### src/hdl/inflight_admission_scoreboard_defines.svh
// assertion macros shared by the scoreboard rtl
// no dependencies; define NO_ASSERTIONS to compile them out
`ifndef INFLIGHT_ADMISSION_SCOREBOARD_DEFINES_SVH
`define INFLIGHT_ADMISSION_SCOREBOARD_DEFINES_SVH

`ifndef NO_ASSERTIONS

// same-cycle implication, checked out of reset
`define IAS_ASSERT_IMPL(name, ante, cons, msg) \
  name: assert property (@(posedge clk) disable iff (!rst_n) (ante) |-> (cons)) \
    else $error(msg);

// next-cycle implication, checked out of reset
`define IAS_ASSERT_NEXT(name, ante, cons, msg) \
  name: assert property (@(posedge clk) disable iff (!rst_n) (ante) |=> (cons)) \
    else $error(msg);

`else

`define IAS_ASSERT_IMPL(name, ante, cons, msg)
`define IAS_ASSERT_NEXT(name, ante, cons, msg)

`endif

`endif

### src/hdl/ias_pkg.sv
// constants and codes for the inflight admission scoreboard
// no dependencies; imported by the top level
`timescale 1ns / 1ps

package ias_pkg;

  localparam int GROUPS = 64;
  localparam int GID_W  = 6;
  localparam int CNT_W  = 8;
  localparam int CFG_W  = 2;

  // group ids are only GID_W bits wide, so at most 2**GID_W groups are reachable
  localparam int GRP_DEPTH = (GROUPS < (1 << GID_W)) ? GROUPS : (1 << GID_W);
  localparam int GRP_AW    = (GRP_DEPTH > 1) ? $clog2(GRP_DEPTH) : 1;

  localparam logic [1:0] MODE_QUERY   = 2'd0;
  localparam logic [1:0] MODE_OCCUPY  = 2'd1;
  localparam logic [1:0] MODE_RELEASE = 2'd2;

  localparam logic [1:0] KIND_CPU     = 2'd0;
  localparam logic [1:0] KIND_COMPUTE = 2'd1;
  localparam logic [1:0] KIND_RECV    = 2'd2;
  localparam logic [1:0] KIND_COMM    = 2'd3;

  localparam logic [CFG_W-1:0] CFG_GROUP_CAP     = 2'd0;
  localparam logic [CFG_W-1:0] CFG_UNGROUPED_CAP = 2'd1;
  localparam logic [CFG_W-1:0] CFG_CAP_BYPASS    = 2'd2;

  localparam logic [CNT_W-1:0] CNT_MAX = '1;

endpackage

### src/hdl/ias_ram.sv
// generic single write port, single read port ram with registered read
// no dependencies
`timescale 1ns / 1ps

module ias_ram #(
  parameter int WIDTH = 8,
  parameter int DEPTH = 64
) (
  input  logic                                     clk,
  input  logic                                     we,
  input  logic [((DEPTH > 1) ? $clog2(DEPTH) : 1)-1:0] waddr,
  input  logic [WIDTH-1:0]                         wdata,
  input  logic                                     re,
  input  logic [((DEPTH > 1) ? $clog2(DEPTH) : 1)-1:0] raddr,
  output logic [WIDTH-1:0]                         rdata
);

  logic [WIDTH-1:0] mem [DEPTH];

  always_ff @(posedge clk) begin
    if (we) begin
      mem[waddr] <= wdata;
    end
    if (re) begin
      rdata <= mem[raddr];
    end
  end

endmodule

### src/hdl/inflight_admission_scoreboard.sv
// inflight admission scoreboard top level: cpu/compute busy slots and
// communication counters; uses ias_pkg, ias_ram and the assertion macro header
`timescale 1ns / 1ps
`include "inflight_admission_scoreboard_defines.svh"

// An item is taken when start is high and busy is low. Its result is strobed
// on out_valid for one cycle, through the update stage and the result register,
// and must be captured then: there is no way to stall it. The block takes no
// new item while busy; busy is high in the cycle after each accept while the
// group counter read from the counter RAM (registered read) is updated and
// written back. Group counters start at zero through a valid bit per group, so
// no clearing pass follows reset. Configuration writes are always ready and
// should be issued only while no item is pending.
module inflight_admission_scoreboard
  import ias_pkg::*;
(
  input  logic             clk,
  input  logic             rst_n,
  // command channel
  input  logic             start,
  output logic             busy,
  input  logic [1:0]       in_mode,
  input  logic [1:0]       in_kind,
  input  logic             in_group_valid,
  input  logic [GID_W-1:0] in_group_id,
  // result channel
  output logic             out_valid,
  output logic             out_available,
  output logic             out_violation,
  output logic [CNT_W-1:0] out_class_count,
  // configuration channel
  input  logic             cfg_valid,
  output logic             cfg_ready,
  input  logic [CFG_W-1:0] cfg_index,
  input  logic [CNT_W-1:0] cfg_data
);

  // configuration
  logic [CNT_W-1:0] group_cap_r;
  logic [CNT_W-1:0] ungrouped_cap_r;
  logic             cap_bypass_r;

  // scoreboard state
  logic                 cpu_busy_r, cpu_busy_nxt;
  logic                 comp_busy_r, comp_busy_nxt;
  logic [CNT_W-1:0]     ungrp_cnt_r, ungrp_cnt_nxt;
  logic [GRP_DEPTH-1:0] grp_vld_r;

  // update stage
  logic              s1_valid_r;
  logic [1:0]        s1_mode_r;
  logic [1:0]        s1_kind_r;
  logic              s1_grouped_r;
  logic [GRP_AW-1:0] s1_idx_r;

  logic              accept;
  logic [1:0]        mode_norm;
  logic              in_grouped;
  logic [CNT_W-1:0]  ram_rdata;
  logic [CNT_W-1:0]  cur_cnt;
  logic [CNT_W-1:0]  cap;
  logic [CNT_W-1:0]  new_cnt;
  logic              s1_avail;
  logic              s1_viol;
  logic [CNT_W-1:0]  s1_count;
  logic              ram_we;

  // result register
  logic             out_valid_r;
  logic             out_avail_r;
  logic             out_viol_r;
  logic [CNT_W-1:0] out_count_r;

  assign accept    = start && !busy;
  assign busy      = s1_valid_r;
  assign cfg_ready = 1'b1;

  // unused mode code behaves as a query
  assign mode_norm = (in_mode == MODE_OCCUPY || in_mode == MODE_RELEASE) ? in_mode : MODE_QUERY;

  assign in_grouped = in_group_valid && (in_kind == KIND_COMM) &&
                      (32'(in_group_id) < 32'(GRP_DEPTH));

  ias_ram #(
    .WIDTH(CNT_W),
    .DEPTH(GRP_DEPTH)
  ) u_grp_ram (
    .clk   (clk),
    .we    (ram_we),
    .waddr (s1_idx_r),
    .wdata (new_cnt),
    .re    (accept),
    .raddr (in_group_id[GRP_AW-1:0]),
    .rdata (ram_rdata)
  );

  always_comb begin
    cur_cnt = s1_grouped_r ? (grp_vld_r[s1_idx_r] ? ram_rdata : '0) : ungrp_cnt_r;
    cap     = s1_grouped_r ? group_cap_r : ungrouped_cap_r;

    new_cnt       = cur_cnt;
    cpu_busy_nxt  = cpu_busy_r;
    comp_busy_nxt = comp_busy_r;
    s1_avail      = 1'b0;
    s1_viol       = 1'b0;
    s1_count      = '0;

    unique case (s1_kind_r)
      KIND_CPU: begin
        s1_avail = !cpu_busy_r;
        unique case (s1_mode_r)
          MODE_OCCUPY: begin
            if (cpu_busy_r) s1_viol = 1'b1;
            else cpu_busy_nxt = 1'b1;
          end
          MODE_RELEASE: begin
            if (!cpu_busy_r) s1_viol = 1'b1;
            else cpu_busy_nxt = 1'b0;
          end
          default: ;
        endcase
        s1_count = CNT_W'(cpu_busy_nxt);
      end
      KIND_COMPUTE: begin
        s1_avail = !comp_busy_r;
        unique case (s1_mode_r)
          MODE_OCCUPY: begin
            if (comp_busy_r) s1_viol = 1'b1;
            else comp_busy_nxt = 1'b1;
          end
          MODE_RELEASE: begin
            if (!comp_busy_r) s1_viol = 1'b1;
            else comp_busy_nxt = 1'b0;
          end
          default: ;
        endcase
        s1_count = CNT_W'(comp_busy_nxt);
      end
      KIND_RECV: begin
        s1_avail = 1'b1;
      end
      KIND_COMM: begin
        s1_avail = cap_bypass_r || (cur_cnt < cap);
        unique case (s1_mode_r)
          MODE_OCCUPY: begin
            if (cur_cnt == CNT_MAX) s1_viol = 1'b1;
            else new_cnt = cur_cnt + 1'b1;
          end
          MODE_RELEASE: begin
            if (cur_cnt == '0) s1_viol = 1'b1;
            else new_cnt = cur_cnt - 1'b1;
          end
          default: ;
        endcase
        s1_count = new_cnt;
      end
    endcase
  end

  assign ram_we        = s1_valid_r && s1_grouped_r && (new_cnt != cur_cnt);
  assign ungrp_cnt_nxt = (s1_valid_r && (s1_kind_r == KIND_COMM) && !s1_grouped_r) ?
                         new_cnt : ungrp_cnt_r;

  // control and state
  always_ff @(posedge clk) begin
    if (!rst_n) begin
      group_cap_r     <= CNT_W'(1);
      ungrouped_cap_r <= CNT_W'(1);
      cap_bypass_r    <= 1'b0;
      cpu_busy_r      <= 1'b0;
      comp_busy_r     <= 1'b0;
      ungrp_cnt_r     <= '0;
      grp_vld_r       <= '0;
      s1_valid_r      <= 1'b0;
      out_valid_r     <= 1'b0;
    end else begin
      if (cfg_valid && cfg_ready) begin
        unique case (cfg_index)
          CFG_GROUP_CAP:     group_cap_r     <= cfg_data;
          CFG_UNGROUPED_CAP: ungrouped_cap_r <= cfg_data;
          CFG_CAP_BYPASS:    cap_bypass_r    <= cfg_data[0];
          default: ;
        endcase
      end
      if (s1_valid_r) begin
        cpu_busy_r  <= cpu_busy_nxt;
        comp_busy_r <= comp_busy_nxt;
      end
      ungrp_cnt_r <= ungrp_cnt_nxt;
      if (ram_we) begin
        grp_vld_r[s1_idx_r] <= 1'b1;
      end
      s1_valid_r  <= accept;
      out_valid_r <= s1_valid_r;
    end
  end

  // payload
  always_ff @(posedge clk) begin
    if (accept) begin
      s1_mode_r    <= mode_norm;
      s1_kind_r    <= in_kind;
      s1_grouped_r <= in_grouped;
      s1_idx_r     <= in_group_id[GRP_AW-1:0];
    end
    if (s1_valid_r) begin
      out_avail_r <= s1_avail;
      out_viol_r  <= s1_viol;
      out_count_r <= s1_count;
    end
  end

  assign out_valid       = out_valid_r;
  assign out_available   = out_avail_r;
  assign out_violation   = out_viol_r;
  assign out_class_count = out_count_r;

  `IAS_ASSERT_IMPL(a_result_follows, accept, ##2 out_valid, "accepted beat produced no result")
  `IAS_ASSERT_IMPL(a_no_overlap, out_valid, !busy, "result strobed while an item is in update")
  `IAS_ASSERT_NEXT(a_viol_keeps_state, s1_valid_r && s1_viol,
    $stable(cpu_busy_r) && $stable(comp_busy_r) && $stable(ungrp_cnt_r),
    "violation changed scoreboard state")
  `IAS_ASSERT_IMPL(a_recv_free, s1_valid_r && s1_kind_r == KIND_RECV,
    s1_avail && !s1_viol && !ram_we, "receive beat was blocked or changed state")

endmodule

### config.mk
export PLATFORM = sky130hd
export DESIGN_NAME = inflight_admission_scoreboard
export DESIGN_NICKNAME = d
export VERILOG_FILES = /design/src/hdl/ias_pkg.sv /design/src/hdl/ias_ram.sv /design/src/hdl/inflight_admission_scoreboard.sv
export VERILOG_INCLUDE_DIRS = /design/src /design/src/hdl
export SDC_FILE = /design/constraint.sdc
export NUM_CORES = 1
export LEC_CHECK = 0
export BUFFER_PORTS_ARGS = -buffer_cell sky130_fd_sc_hd__buf_2
export CORE_ASPECT_RATIO = 1.25
export CORE_MARGIN = 8
export CORE_UTILIZATION = 39
export DETAILED_ROUTE_END_ITERATION = 8
export PLACE_DENSITY = 0.51
export SYNTH_ARGS = -nofsm -noshare
export SYNTH_HDL_FRONTEND = slang
export SYNTH_SLANG_ARGS = --single-unit
### constraint.sdc
create_clock -name clk -period 6.3 [get_ports clk]
set_input_delay 0.315 -clock clk [delete_from_list [all_inputs] [get_ports clk]]
set_output_delay 0.315 -clock clk [all_outputs]
set_load 0.02 [all_outputs]
Word level (Yosys, flattened, before mapping)
Memories as Yosys holds them, arrays and structs flattened. A register that Yosys moved wholly into a read port is not among the register bits.
Cells that the tools add are included.
{ "classes": {"addsub": 2, "n_lt_le_gt_ge": 3, "eq_ne": 12, "n_mux": 27, "bitwise": 1, "n_reduce_logical": 21} }
{ "ops": {"columns": ["cell", "n"], "rows": [
  ["$or A64 B64 Y64", 1],
  ["$mux W8", 6],
  ["$pmux W8 S3", 1],
  ["$pmux W8 S2", 1],
  ["$eq A2 B2 Y1 const B", 6],
  ["$mux W1", 10],
  ["$pmux W1 S2", 5],
  ["$reduce_and A2 Y1", 5],
  ["$add A8 B1 Y8 const B", 1],
  ["$eq A2 B1 Y1 const B", 4],
  ["$eq A8 B8 Y1 const B", 1],
  ["$logic_not A8 Y1", 1],
  ["$lt A8 B8 Y1", 1],
  ["$ne A8 B8 Y1", 1],
  ["$sub A8 B1 Y8 const B", 1],
  ["$logic_and A1 B1 Y1", 7],
  ["$lt A6 B7 Y1 const B", 1],
  ["$bmux W1 S6", 1],
  ["$demux W1 S6", 1],
  ["$ge A6 B1 Y1 const B", 1],
  ["$logic_not A1 Y1", 4],
  ["$logic_not A2 Y1", 2],
  ["$pmux W1 S4", 1],
  ["$pmux W1 S3", 1],
  ["$logic_or A1 B1 Y1", 2]
]} }
{ "totals": {"regBits": 114, "ramBits": 512, "inputBits": 25, "out_inout_bits": 13, "wordCells": 83, "n_memories": 1} }
{ "mem_list": {"columns": ["name", "words", "word_bits", "read_ports", "rd_ports_with_merged_regs", "wr", "line", "text"], "rows": [
  ["u_grp_ram.mem", 64, 8, 1, 1, 1, "ias_ram.sv:18", "logic [WIDTH-1:0] mem [DEPTH];"]
]} }

Depth between registers and ports, before layout
Gate-level depths: netlist of the first run.
{ "logic_depth": {"word_depth": 12, "ltp_mapped": 24, "ltp_nobuf": 16} }

Hierarchy
A second synthesis of the first run with hierarchy kept.
{ "unflattened": {"cells_unflattened": 1721, "hier_area_um2": 26814.5} }
{ "by_module_without_submodules": {"columns": ["module", "instances", "cells_per_inst", "area_per_inst_um2", "seq_area_each_um2"], "rows": [
  ["ias_ram", 1, 940, 20246.9, 15615.0],
  ["inflight_admission_scoreboard", 1, 781, 6567.5, 2492.4]
]} }

Worst setup path before layout of the first run
OpenSTA, ideal clock, no wires.
{ "synth_timing": {"path_type": "flip-flop to flip-flop", "startpoint": "reg s1_idx_r[1]", "endpoint": "mem u_grp_ram.mem[0][1] (data pin)", "setup_time_ns": 0.702, "t_arrival_ns": 4.862, "required_time_ns": 5.598, "path_slack_ns": 0.737, "path_stages_with_launch": 12, "n_path_buf": 3, "synth_period_minus_slack_ns": 5.563, "cell_sequence": "edfxtp_1 -> buf_6 -> buf_6 -> nor2_4 -> a22oi_1 -> a2111o_1 -> and4_1 -> and3_1 -> buf_6 -> a211oi_4 -> inv_1 -> o21ai_0"} }
{ "synth_between": {"elab_chain_len": 8, "elab_cells_between_ends": 12, "classes_between": "add/sub (2); eq/ne (1); mux (8); reduce/logical (1)"} }
{ "synth_lines": {"columns": ["element", "line", "text"], "rows": [
  ["start: declaration", "inflight_admission_scoreboard.sv:54", "logic [GRP_AW-1:0] s1_idx_r;"],
  ["start signal: assignment", "inflight_admission_scoreboard.sv:204", "s1_idx_r <= in_group_id[GRP_AW-1:0];"],
  ["$bmux W1 S6 *", "inflight_admission_scoreboard.sv:98", "cur_cnt = s1_grouped_r ? (grp_vld_r[s1_idx_r] ? ram_rdata : '0) : ungrp_cnt_r;"],
  ["$mux W1 (not written as such) *", "inflight_admission_scoreboard.sv:98", null],
  ["$mux W8 * (2 in a row)", "inflight_admission_scoreboard.sv:98", null],
  ["$sub A8 B1 Y8 (tied with other cells)", "inflight_admission_scoreboard.sv:151", "else new_cnt = cur_cnt - 1'b1;"],
  ["$mux W8 (on tied branches)", "inflight_admission_scoreboard.sv:150, inflight_admission_scoreboard.sv:146", null],
  ["$pmux W8 S2", "inflight_admission_scoreboard.sv:144", "unique case (s1_mode_r)"],
  ["$mux W8 *", "inflight_admission_scoreboard.sv:108", "unique case (s1_kind_r)"],
  ["named net new_cnt[1]", "inflight_admission_scoreboard.sv:62", "logic [CNT_W-1:0] new_cnt;"],
  ["end: declaration", "ias_ram.sv:18", null]
]} }
Mark *: on every way through the listed nets, which the timed path passes. The rest lies on a longest branch. The select of a mux whose other input is x is not followed.

Final worst setup path of the first run
{ "layout_timing": {"startpoint": "reg s1_idx_r[2]", "endpoint": "mem u_grp_ram.mem[40][7] (enable)"} }
{ "layout_between": {"elab_chain_len": 12, "elab_cells_between_ends": 16, "classes_between": "add/sub (2); eq/ne (2); mux (10); reduce/logical (2)"} }
{ "layout_lines": {"columns": ["element", "line", "text"], "rows": [
  ["$bmux W1 S6", "inflight_admission_scoreboard.sv:98", null],
  ["$mux W1 (not written as such)", "inflight_admission_scoreboard.sv:98", null],
  ["$mux W8 (2 in a row)", "inflight_admission_scoreboard.sv:98", null],
  ["$sub A8 B1 Y8 (tied with other cells)", "inflight_admission_scoreboard.sv:151", null],
  ["$mux W8 (on tied branches)", "inflight_admission_scoreboard.sv:150, inflight_admission_scoreboard.sv:146", null],
  ["$pmux W8 S2", "inflight_admission_scoreboard.sv:144", null],
  ["$mux W8", "inflight_admission_scoreboard.sv:108", null],
  ["$ne A8 B8 Y1", "inflight_admission_scoreboard.sv:160", "assign ram_we = s1_valid_r && s1_grouped_r && (new_cnt != cur_cnt);"],
  ["$logic_and A1 B1 Y1", "inflight_admission_scoreboard.sv:160", null],
  ["$mux W1", "ias_ram.sv:21", "if (we) begin"],
  ["$mux W1 (not written as such)", "ias_ram.sv:22", "mem[waddr] <= wdata;"]
]} }
Several ways; a longest one is shown, not always the timed one. The select of a mux whose other input is x is not followed.

==> results.py, run 1 <==
metrics = {
    "run_status": {
        "status": "finished, final reports clean",
    },
    "timing": {
        "setup_viol": 0,
        "tightest_slew_ns": 1.29,
        "hold_violations": 0,
        "finalCritPeriodShare": 0.932,
        "slew_violations": 0,
        "setup_tns_ns": 0,
        "holdWs_ns": 0.0623,
        "finalCriticalPeriod_ns": 5.87,
        "slew_headroom": 0.133,
        "max_freq_mhz": 170,
        "fin_skew_ns": 0.0211,
        "rsz0062_at_grt": "no",
    },
    "finish": {
        "final_common_cell": "edfxtp_1",
        "drive_gt1_frac": 0.242,
        "final_cell_mix": "edfxtp_1, mux4_2, nand2_1",
        "fillers": 6279,
        "nets": 1817,
        "area_delta_synth_final_pct": 12.3,
        "fin_util": 0.441,
        "final_cell_area_sq_mm": 0.0312,
    },
    "pwr": {
        "internal-power_mw": 6.78,
        "clkPwrFrac": 0.391,
        "seq_power_share": 0.522,
        "switching_share": 0.236,
        "power_mw": 8.88,
        "comb_power_share": 0.087,
        "power.density_mw_per_mm2": 285,
        "peakVddDrop_uv": 217,
        "switching_power_mw": 2.10,
        "power.leakage_nw": 10.0,
    },
    "clocking": {
        "numCtsBuffers": 59,
        "cts_setup_buffers": 0,
        "cts_resized": 0,
        "clkSlewWorstSetupHoldPaths_ns": 0.07,
        "cts_tree": "done",
        "clk_latency_ns": 0.64,
        "clock_sinks": 634,
        "cts.path.max_buffers": 3,
        "cts-root-buf": "clkbuf_16",
        "hold_buffers": 15,
        "h-tree-depth": 2,
    },
    "worst_hold_path": {
        "worst_hold_path_type": "input pin to flop",
    },
    "grt": {
        "grt_usage": 0.192,
        "grt_pass1_wl_microns": 114000,
        "grt-ovfl-total": 0,
        "grt_max_degree": 79,
        "antenna_found_initial": 3,
        "grt_pass1_vias": 16481,
    },
    "synth": {
        "syn_avg_cell_area_sq_um": 16.0,
        "synth_nets": 1770,
        "syn-cell-area_sq_mm": 0.0277,
        "synth_edf_count": 541,
        "ys.flop_type": "edfxtp_1",
        "synthArstFlopShare": 0,
        "ys_ff_latch": 634,
        "netlist_instances": 1734,
        "synth_cell_types": 87,
        "yosys_warnings": 0,
        "ys_seq_area_frac": 0.653,
    },
    "routing": {
        "routedWlPerCell_microns": 27.9,
        "ant_nets": 0,
        "firstDrtPassIters": 6,
        "drt_wl_total_microns": 77300,
        "drc": 0,
        "drtIter0Drc": 1607,
        "viasPerCell": 5.88,
        "num_vias": 16296,
    },
    "critical_path": {
        "path_max_fanout": 31,
        "end_kind": "flop",
        "required_ns": 6.54,
        "crit_type": "flop to flop",
        "critPathLaunchType": "flop",
        "arrival_ns": 6.11,
    },
    "die": {
        "dieArea_sq_mm": 0.0800,
        "initial_core_util": 0.393,
        "core_area_sq_mm": 0.0706,
        "rows": 109,
        "io_pins": 38,
        "die_w_microns": 255,
        "die_y_microns": 314,
    },
    "run": {
        "cap_violations": 0,
    },
    "placed_design": {
        "place.port_buffers": 36,
        "placed_cell_area_sq_mm": 0.0292,
        "dp_hpwl_microns": 49700,
        "gp_congestion": 0.928,
    },
}
## area by class of cell
cell class / count / area [sq um] / share of cell area
sequential: 634 / 18100 / 0.581
multi-input combinational: 920 / 8810 / 0.283
clock buffer: 77 / 1610 / 0.0515
tap: 943 / 1180 / 0.0379
timing repair buffer: 143 / 1140 / 0.0364
clock inverter: 31 / 246 / 0.00791
inverter: 23 / 86.3 / 0.00277
antenna: 1 / 2.50 / 0.0000803
## worst paths after layout
path / depth (start not counted) / slack, ns / from / endpoint
max reg2reg: 17 / 0.43 / s1_idx_r[2] / u_grp_ram.mem[40][7]
min: 4 / 0.06 / cfg_valid / cap_bypass_r
max: 17 / 0.43 / s1_idx_r[2] / u_grp_ram.mem[40][7]
min reg2reg: 2 / 0.47 / grp_vld_r[26] / grp_vld_r[26]
## per-stage QoR
| step | cells | worst slack, ns |
|---|---|---|
| 3_3_place_gp | 2648 | 0.572 |
| 2_1_floorplan | 1734 | 0.737 |
| 4_1_cts | 2771 | 0.485 |
| 5_1_grt | 2772 | 0.0324 |
| 6_report | 2772 | 0.429 |
| 3_5_place_dp | 2648 | 0.473 |
## cell families (layout without fill, tap and decap cells)
kind of cell / after synthesis / after routing / share of synthesized area
mux: 213 / 213 / 0.153
flops: 634 / 634 / 0.653
fa+ha+maj: 11 / 11 / 0.00496
buf+inv: 180 / 274 / 0.0326
simple gates: 353 / 353 / 0.0595
xor+xnor: 1 / 1 / 0.000316
compound gates: 341 / 341 / 0.0970
other cells: 1 / 2 / 0.000135
## synthesized netlist by cell type (all sizes together) (4+ instances only)
library cell / number / area share
mux2i: 39 / 0.014
o22ai: 8 / 0.0018
o311ai: 70 / 0.022
nor2b: 11 / 0.0026
inv: 22 / 0.0030
mux2: 6 / 0.0024
and2: 8 / 0.0018
ha: 11 / 0.0050
nand4: 5 / 0.0011
or3b: 5 / 0.0016
mux4: 168 / 0.14
nor3: 11 / 0.0022
a221oi: 7 / 0.0027
buf: 73 / 0.018
a31oi: 8 / 0.0018
nand2: 128 / 0.017
o21ai: 26 / 0.0047
a21oi: 35 / 0.0066
edfxtp: 541 / 0.59
a211oi: 72 / 0.024
nor2: 108 / 0.015
o31ai: 69 / 0.019
nand3: 27 / 0.0051
o21a: 4 / 0.0011
a21o: 8 / 0.0022
nand3b: 10 / 0.0027
dfxtp: 93 / 0.067
clkbuf: 84 / 0.011
and3: 9 / 0.0020
a221o: 4 / 0.0014
nand2b: 11 / 0.0025
## worst max-delay path: stages, from the launching register on
cell	delay, ns
edfxtp_1	0.71
buf_4	0.34
or3b_1	0.35
a21oi_1	0.16
nor4bb_1	0.09
o221a_2	0.31
and3_1	0.23
a211oi_4	0.23
buf_4	0.24
ha_1	0.28
nand3_1	0.16
a211oi_1	0.45
nand2_1	0.11
a21boi_0	0.22
or4_1	0.19
nor2_4	0.08
buf_12	0.21
a211oi_1	1.03
## power by group through the flow
stage                     registers (mW)  clock network [mW]  logic, mW
after floorplan                     4.73                   0      0.480
after global placement              4.73                   0      0.769
after detailed placement            4.73                   0      0.772
after CTS                           4.64                3.56      0.781
after global routing                4.64                3.70      0.818
final                               4.64                3.47      0.772
## flip-flops by register name, indices dropped and copies added, names as in the netlist, 2 cells and up
name	cells
s1_mode_r	2
grp_vld_r	64
ungrouped_cap_r	8
u_grp_ram.mem	512
ungrp_cnt_r	8
s1_kind_r	2
u_grp_ram.rdata	8
group_cap_r	8
out_class_count	8
s1_idx_r	6
## layer usage
metal,global-route usage,routed length (microns),vias to the layer above
li1,-,-,7118
met1,0.247,31400,8507
met2,0.332,39300,542
met3,0.0291,4140,127
met4,0.0594,2400,2
met5,0,13,-
No activity file was read; power rests on OpenSTA's default activity.
==> inputs of run 2 (changes only) <==
--- a/config.mk
+++ b/config.mk
@@ -7,11 +7,13 @@
 export NUM_CORES = 1
 export LEC_CHECK = 0
 export BUFFER_PORTS_ARGS = -buffer_cell sky130_fd_sc_hd__buf_2
+export CELL_PAD_IN_SITES_DETAIL_PLACEMENT = 1
+export CELL_PAD_IN_SITES_GLOBAL_PLACEMENT = 2
 export CORE_ASPECT_RATIO = 1.25
 export CORE_MARGIN = 8
 export CORE_UTILIZATION = 39
 export DETAILED_ROUTE_END_ITERATION = 8
-export PLACE_DENSITY = 0.51
+export PLACE_DENSITY = 0.64
 export SYNTH_ARGS = -nofsm -noshare
 export SYNTH_HDL_FRONTEND = slang
 export SYNTH_SLANG_ARGS = --single-unit
==> results.py, run 2 (same netlist as run 1, synthesis figures left out) <==
metrics = {
    "clocking": {
        "cts_tree": "done",
        "numCtsBuffers": 69,
        "cts_setup_buffers": 0,
        "clkSlewWorstSetupHoldPaths_ns": 0.06,
        "clock_sinks": 634,
        "clk_latency_ns": 0.61,
        "h-tree-depth": 3,
        "cts-root-buf": "clkbuf_16",
        "cts.path.max_buffers": 3,
    },
    "run_status": {
        "status": "finished, final reports clean",
    },
    "timing": {
        "setup_viol": 0,
        "fin_skew_ns": 0.0249,
        "finalCritPeriodShare": 0.951,
        "max_freq_mhz": 167,
        "rsz0062_at_grt": "yes",
        "slew_violations": 0,
        "finalCriticalPeriod_ns": 5.99,
        "slew_headroom": 0.131,
        "hold_violations": 0,
        "tightest_slew_ns": 1.30,
    },
    "placed_design": {
        "placed_cell_area_sq_mm": 0.0292,
        "place.port_buffers": 36,
        "gp_congestion": 0.842,
        "post-place-cells": 2641,
        "dp_hpwl_microns": 54700,
    },
    "finish": {
        "drive_gt1_frac": 0.250,
        "largestRegisters": "u_grp_ram.mem x512, grp_vld_r x64",
        "final_common_cell": "edfxtp_1",
        "final_cell_mix": "edfxtp_1, mux4_2, nand2_1",
        "area_delta_synth_final_pct": 13.6,
        "seq_area_sq_mm": 0.0181,
        "fillers": 6909,
        "num_antenna_cells": 0,
        "top_register": "u_grp_ram.mem",
        "final_cell_area_sq_mm": 0.0315,
        "largest_reg_flops": 512,
        "multiInputGateArea_sq_mm": 0.00885,
        "fin_cells": 2773,
        "nets": 1815,
    },
    "critical_path": {
        "required_ns": 6.52,
        "critPathLaunchType": "flop",
        "crit_type": "flop to flop",
        "arrival_ns": 6.21,
        "end_kind": "flop",
        "path_max_fanout": 48,
    },
    "grt": {
        "antenna_found_initial": 0,
        "grt_pass1_vias": 17556,
        "grt_pass1_wl_microns": 126000,
        "grt_max_degree": 71,
        "grt-ovfl-total": 0,
        "grt_usage": 0.215,
    },
    "pwr": {
        "peakVddDrop_uv": 261,
        "power_mw": 9.43,
        "power.leakage_nw": 10.1,
        "power.density_mw_per_mm2": 299,
    },
    "run": {
        "cap_violations": 0,
    },
    "die": {
        "io_pins": 38,
        "core_area_sq_mm": 0.0706,
        "die_w_microns": 255,
        "initial_core_util": 0.393,
        "die_y_microns": 314,
        "rows": 109,
        "dieArea_sq_mm": 0.0800,
    },
    "routing": {
        "firstDrtPassIters": 5,
        "num_vias": 16595,
        "routedWlPerCell_microns": 31.1,
        "viasPerCell": 5.98,
        "ant_nets": 0,
        "drc": 0,
        "drt_wl_total_microns": 86200,
        "drtIter0Drc": 1252,
    },
    "worst_hold_path": {
        "worst_hold_path_type": "input pin to flop",
    },
}
[run 2: cell types whose count changed in the layout (fill, tap and decap cells not counted), sizes merged]
cell | before | now
clkinvlp | 4 | 5
dlygate4sd3 | 15 | 10
clkbuf | 78 | 88
buf | 127 | 120
diode | 1 | 0
bufinv | 3 | 6
[run 2: per-layer routing]
layer	wire [microns]	track usage
met3	4070	0.0296
met4	2740	0.0749
met2	44000	0.373
met1	35400	0.276
met5	0	0
[run 2: final timing paths]
path	from	endpoint	slack, ns	cells past startpoint
worst max register to register	s1_idx_r[2]	u_grp_ram.mem[17][1]	0.31	17
worst max-delay path	s1_idx_r[2]	u_grp_ram.mem[17][1]	0.31	17
worst min-delay path	in_mode[0]	s1_mode_r[1]	0.04	2
worst min register to register	grp_vld_r[47]	grp_vld_r[47]	0.48	2
[run 2: metrics by stage]
step / util / setup TNS (ns) / hold WS (ns) / worst slack (ns)
6_report: 0.446 / 0 / 0.0379 / 0.309
5_1_grt: 0.446 / -2.41 / 0.0184 / -0.0650
4_1_cts: 0.445 / 0 / 0.00837 / 0.232
3_5_place_dp: 0.413 / 0 / 0.462 / 0.284
3_3_place_gp: 0.413 / 0 / 0.462 / 0.512
2_1_floorplan: - / 0 / 0.414 / 0.737
[run 2: repair_timing]
action / in CTS / in global routing
hold endpoints to repair: 19 / 0
gates resized for setup: 0 / 10
endpoints found under the setup margin: 0 / 137
hold buffers: 10 / 0
[run 2: area by class of cell]
cell class,instances,area share
multi-input combinational,920,0.281
clock buffer,87,0.0576
clock inverter,35,0.0120
timing repair buffer,131,0.0347
tap,943,0.0374
inverter,23,0.00274
sequential,634,0.575
[run 2: report_power, final]
| part | total (mW) | leakage, nW | switching [mW] | internal, mW |
|---|---|---|---|---|
| clock | 3.99 | 1.05 | 1.68 | 2.30 |
| combinational | 0.802 | 3.35 | 0.550 | 0.252 |
| sequential | 4.64 | 5.73 | 0.0214 | 4.62 |
| total | 9.43 | 10.1 | 2.26 | 7.17 |
[run 2: critical path, cell delays in order, from the launching register on]
cell and delay [ns]:
edfxtp_1 0.64, inv_1 0.34, a21oi_1 0.07, o41ai_1 0.88, and4_1 0.36, and3_1 0.24, a211oi_4 0.06, inv_1 0.12
ha_1 0.30, nor2b_1 0.14, a21oi_2 0.29, mux2i_1 0.12, o21ai_0 0.22, and4_2 0.30, o31ai_4 0.10, buf_12 0.20
buf_4 0.23, a211oi_1 0.92
==> inputs of run 3 (changes only) <==
--- a/config.mk
+++ b/config.mk
@@ -6,6 +6,7 @@
 export SDC_FILE = /design/constraint.sdc
 export NUM_CORES = 1
 export LEC_CHECK = 0
+export ABC_AREA = 1
 export BUFFER_PORTS_ARGS = -buffer_cell sky130_fd_sc_hd__buf_2
 export CELL_PAD_IN_SITES_DETAIL_PLACEMENT = 1
 export CELL_PAD_IN_SITES_GLOBAL_PLACEMENT = 2
@@ -13,7 +14,7 @@
 export CORE_MARGIN = 8
 export CORE_UTILIZATION = 39
 export DETAILED_ROUTE_END_ITERATION = 8
-export PLACE_DENSITY = 0.64
+export PLACE_DENSITY = 0.71
 export SYNTH_ARGS = -nofsm -noshare
 export SYNTH_HDL_FRONTEND = slang
 export SYNTH_SLANG_ARGS = --single-unit
==> results.py, run 3 <==
metrics = {
    "synth": {
        "synth_top_cell_by_area": "edfxtp_1",
        "synth_area_leaders": "edfxtp_1, o21ai_0, dfxtp_1, nor2_1, nand2_1",
        "synthArstFlopShare": 0,
        "ys_seq_area_frac": 0.669,
        "syn_avg_cell_area_sq_um": 10.7,
        "synth_common_cells": "edfxtp_1, nor2_1, o21ai_0",
        "yosys_warnings": 0,
        "synth_most_common_cell": "edfxtp_1",
        "ys.flop_type": "edfxtp_1",
        "synth_top_area_share": 0.600,
        "synth_nets": 2574,
        "ys_ff_latch": 634,
        "synth_cell_types": 41,
        "synth_edf_count": 541,
        "syn-cell-area_sq_mm": 0.0271,
        "netlist_instances": 2538,
    },
    "timing": {
        "max_freq_mhz": 181,
        "rsz0062_at_grt": "no",
        "finalCritPeriodShare": 0.876,
        "fin_skew_ns": 0.0296,
        "holdWs_ns": 0.0383,
        "slew_violations": 0,
        "setup_tns_ns": 0,
        "tightest_slew_ns": 1.20,
        "layout_setup_ws_ns": 0.781,
        "setup_viol": 0,
        "slew_headroom": 0.197,
        "hold_violations": 0,
        "finalCriticalPeriod_ns": 5.52,
    },
    "routing": {
        "num_vias": 19805,
        "firstDrtPassIters": 5,
        "routedWlPerCell_microns": 24.3,
        "viasPerCell": 5.59,
        "drt_wl_total_microns": 86100,
        "drtIter0Drc": 1637,
        "drc": 0,
        "ant_nets": 0,
    },
    "clocking": {
        "clock_sinks": 634,
        "numCtsBuffers": 69,
        "cts_setup_buffers": 0,
        "cts.path.max_buffers": 3,
        "cts_tree": "done",
        "clk_latency_ns": 0.62,
        "clkSlewWorstSetupHoldPaths_ns": 0.06,
        "h-tree-depth": 3,
        "cts-root-buf": "clkbuf_16",
    },
    "critical_path": {
        "cp_num_cells": 25,
        "rrSetupSlack_ns": 0.78,
        "cp_common_cell": "nand2_1",
        "r2r_end": "u_grp_ram.mem[50][3]",
        "cp.buffers_inverters": 3,
        "critPathLaunchType": "flop",
        "crit_type": "flop to flop",
        "arrival_ns": 5.83,
        "path_max_fanout": 65,
        "path_delay_family": "simple AND/OR/NAND/NOR gates",
        "max_stage_delay_ns": 0.95,
        "cp_slowest_cell": "nor3_1",
        "end_kind": "flop",
        "r2r.worst_path.cells": 25,
        "required_ns": 6.61,
        "r2r_start": "s1_idx_r[3]",
    },
    "finish": {
        "final_cell_mix": "edfxtp_1, nor2_1, o21ai_0",
        "final_common_cell": "edfxtp_1",
        "nets": 2594,
        "multiInputGateArea_sq_mm": 0.00779,
        "largest_reg_flops": 512,
        "largestRegisters": "u_grp_ram.mem x512, grp_vld_r x64",
        "fillers": 7438,
        "seq_area_sq_mm": 0.0181,
        "fin_cells": 3545,
        "top_register": "u_grp_ram.mem",
        "drive_gt1_frac": 0.0916,
        "area_delta_synth_final_pct": 13.2,
    },
    "worst_hold_path": {
        "worst_hold_path_type": "input pin to flop",
        "min_from": "cfg_index[1]",
        "hold_path_end": "cap_bypass_r",
        "holdPathStages": 3,
    },
    "placed_design": {
        "post-place-ws_ns": 0.697,
        "dp_hpwl_microns": 52900,
        "post-place-cells": 3407,
        "place.port_buffers": 36,
        "gp_congestion": 0.836,
    },
    "pwr": {
        "peakVddDrop_uv": 198,
        "switching_power_mw": 2.27,
        "clkPwrFrac": 0.437,
        "internal-power_mw": 7.15,
        "comb_power_share": 0.073,
        "power.density_mw_per_mm2": 307,
        "power_mw": 9.42,
        "power.leakage_nw": 10.4,
        "switching_share": 0.241,
        "seq_power_share": 0.490,
    },
    "die": {
        "die_y_microns": 311,
        "dieArea_sq_mm": 0.0782,
        "initial_core_util": 0.392,
        "die_w_microns": 252,
        "rows": 108,
        "io_pins": 38,
        "core_area_sq_mm": 0.0691,
    },
    "grt": {
        "gr-usage-met2": 0.381,
        "met1_usage": 0.278,
        "grt_usage": 0.217,
        "grt-busiest-layer": "met2",
        "grt_max_degree": 140,
        "gr-usage-met3": 0.0257,
        "grt_pass1_vias": 20692,
        "grt-ovfl-total": 0,
        "antenna_found_initial": 3,
        "grt_pass1_wl_microns": 130000,
    },
    "run_status": {
        "status": "finished, final reports clean",
    },
    "run": {
        "cap_violations": 0,
    },
}
run 3: worst register-to-register path, stage by stage, from the launching register on:
cell and delay (ns):
edfxtp_1 0.44, inv_2 0.08, nor3_1 0.95, o21ai_1 0.16, nand2_1 0.17, nor2_4 0.05
nand2_4 0.16, nand2_1 0.09, nand2_1 0.21, ha_1 0.27, nand2_2 0.08, nor2_2 0.20
nand2_2 0.13, nand2_1 0.08, nand3_1 0.07, nand3_1 0.11, nand2_1 0.10, nand2_1 0.07
nand2_1 0.06, nand2_1 0.06, nor2_1 0.05, nand3_2 0.09, buf_4 0.59, nand4_1 0.51
nor2_1 0.22, buf_4 0.21
run 3: how the worst max path moves through the flow:
stage / from / endpoint / slack [ns]
finish: s1_idx_r[3] / u_grp_ram.mem[50][3] / 0.78
detailed placement: s1_idx_r[3] / u_grp_ram.mem[50][2] / 0.70
floorplan: s1_idx_r[0] / u_grp_ram.mem[43][0] / 1.49
global route: s1_idx_r[0] / u_grp_ram.mem[50][3] / 0.30
CTS: s1_idx_r[3] / u_grp_ram.mem[50][1] / 0.68
global placement: s1_idx_r[3] / u_grp_ram.mem[50][2] / 0.77
run 3: cell type report:
type,count,area share
well taps,935,0.0382
repair buffers,112,0.0264
flip-flops and latches,634,0.591
clock buffers,92,0.0622
multi-input cells,1615,0.254
diodes,2,0.000163
inverters,126,0.0157
clock inverters,29,0.0124
run 3: power by group through the flow:
stage	combinational (mW)	clock [mW]	sequential (mW)
3_5_place_dp	0.683	0	4.71
6_report	0.686	4.12	4.62
4_1_cts	0.693	4.20	4.62
5_1_grt	0.750	4.35	4.62
2_1_floorplan	0.419	0	4.70
3_3_place_gp	0.673	0	4.71
run 3: kinds of logic (layout without fill, tap and decap cells):
group                    count (synthesis)  after routing  synth area share
AO/OA/AOI/OAI                          697            697             0.144
XOR/XNOR                                 2              2          0.000647
adder cells (fa/ha/maj)                 11             11           0.00508
buffers and inverters                  289            359            0.0442
flip-flops                             634            634             0.669
multiplexers                             7              7           0.00259
other                                    1              3          0.000138
AND/OR/NAND/NOR                        897            897             0.135
run 3: through the flow:
stage | util | area [sq um]
floorplan | - | 27100
global placement | 0.409 | 28200
detailed placement | 0.409 | 28200
CTS | 0.444 | 30700
global route | 0.444 | 30700
finish | 0.444 | 30700
run 3: what timing repair did:
| action | 4_1_cts | 5_1_grt |
|---|---|---|
| endpoints found under the hold margin | 22 | 0 |
| hold buffers | 15 | 0 |
| resized for setup | 0 | 0 |
run 3: routing by layer:
layer | part of all wire | vias to the layer above
met1 | 0.44 | 10230
li1 | - | 9075
met3 | 0.038 | 89
met4 | 0.021 | 0
met5 | 0 | -
met2 | 0.50 | 411
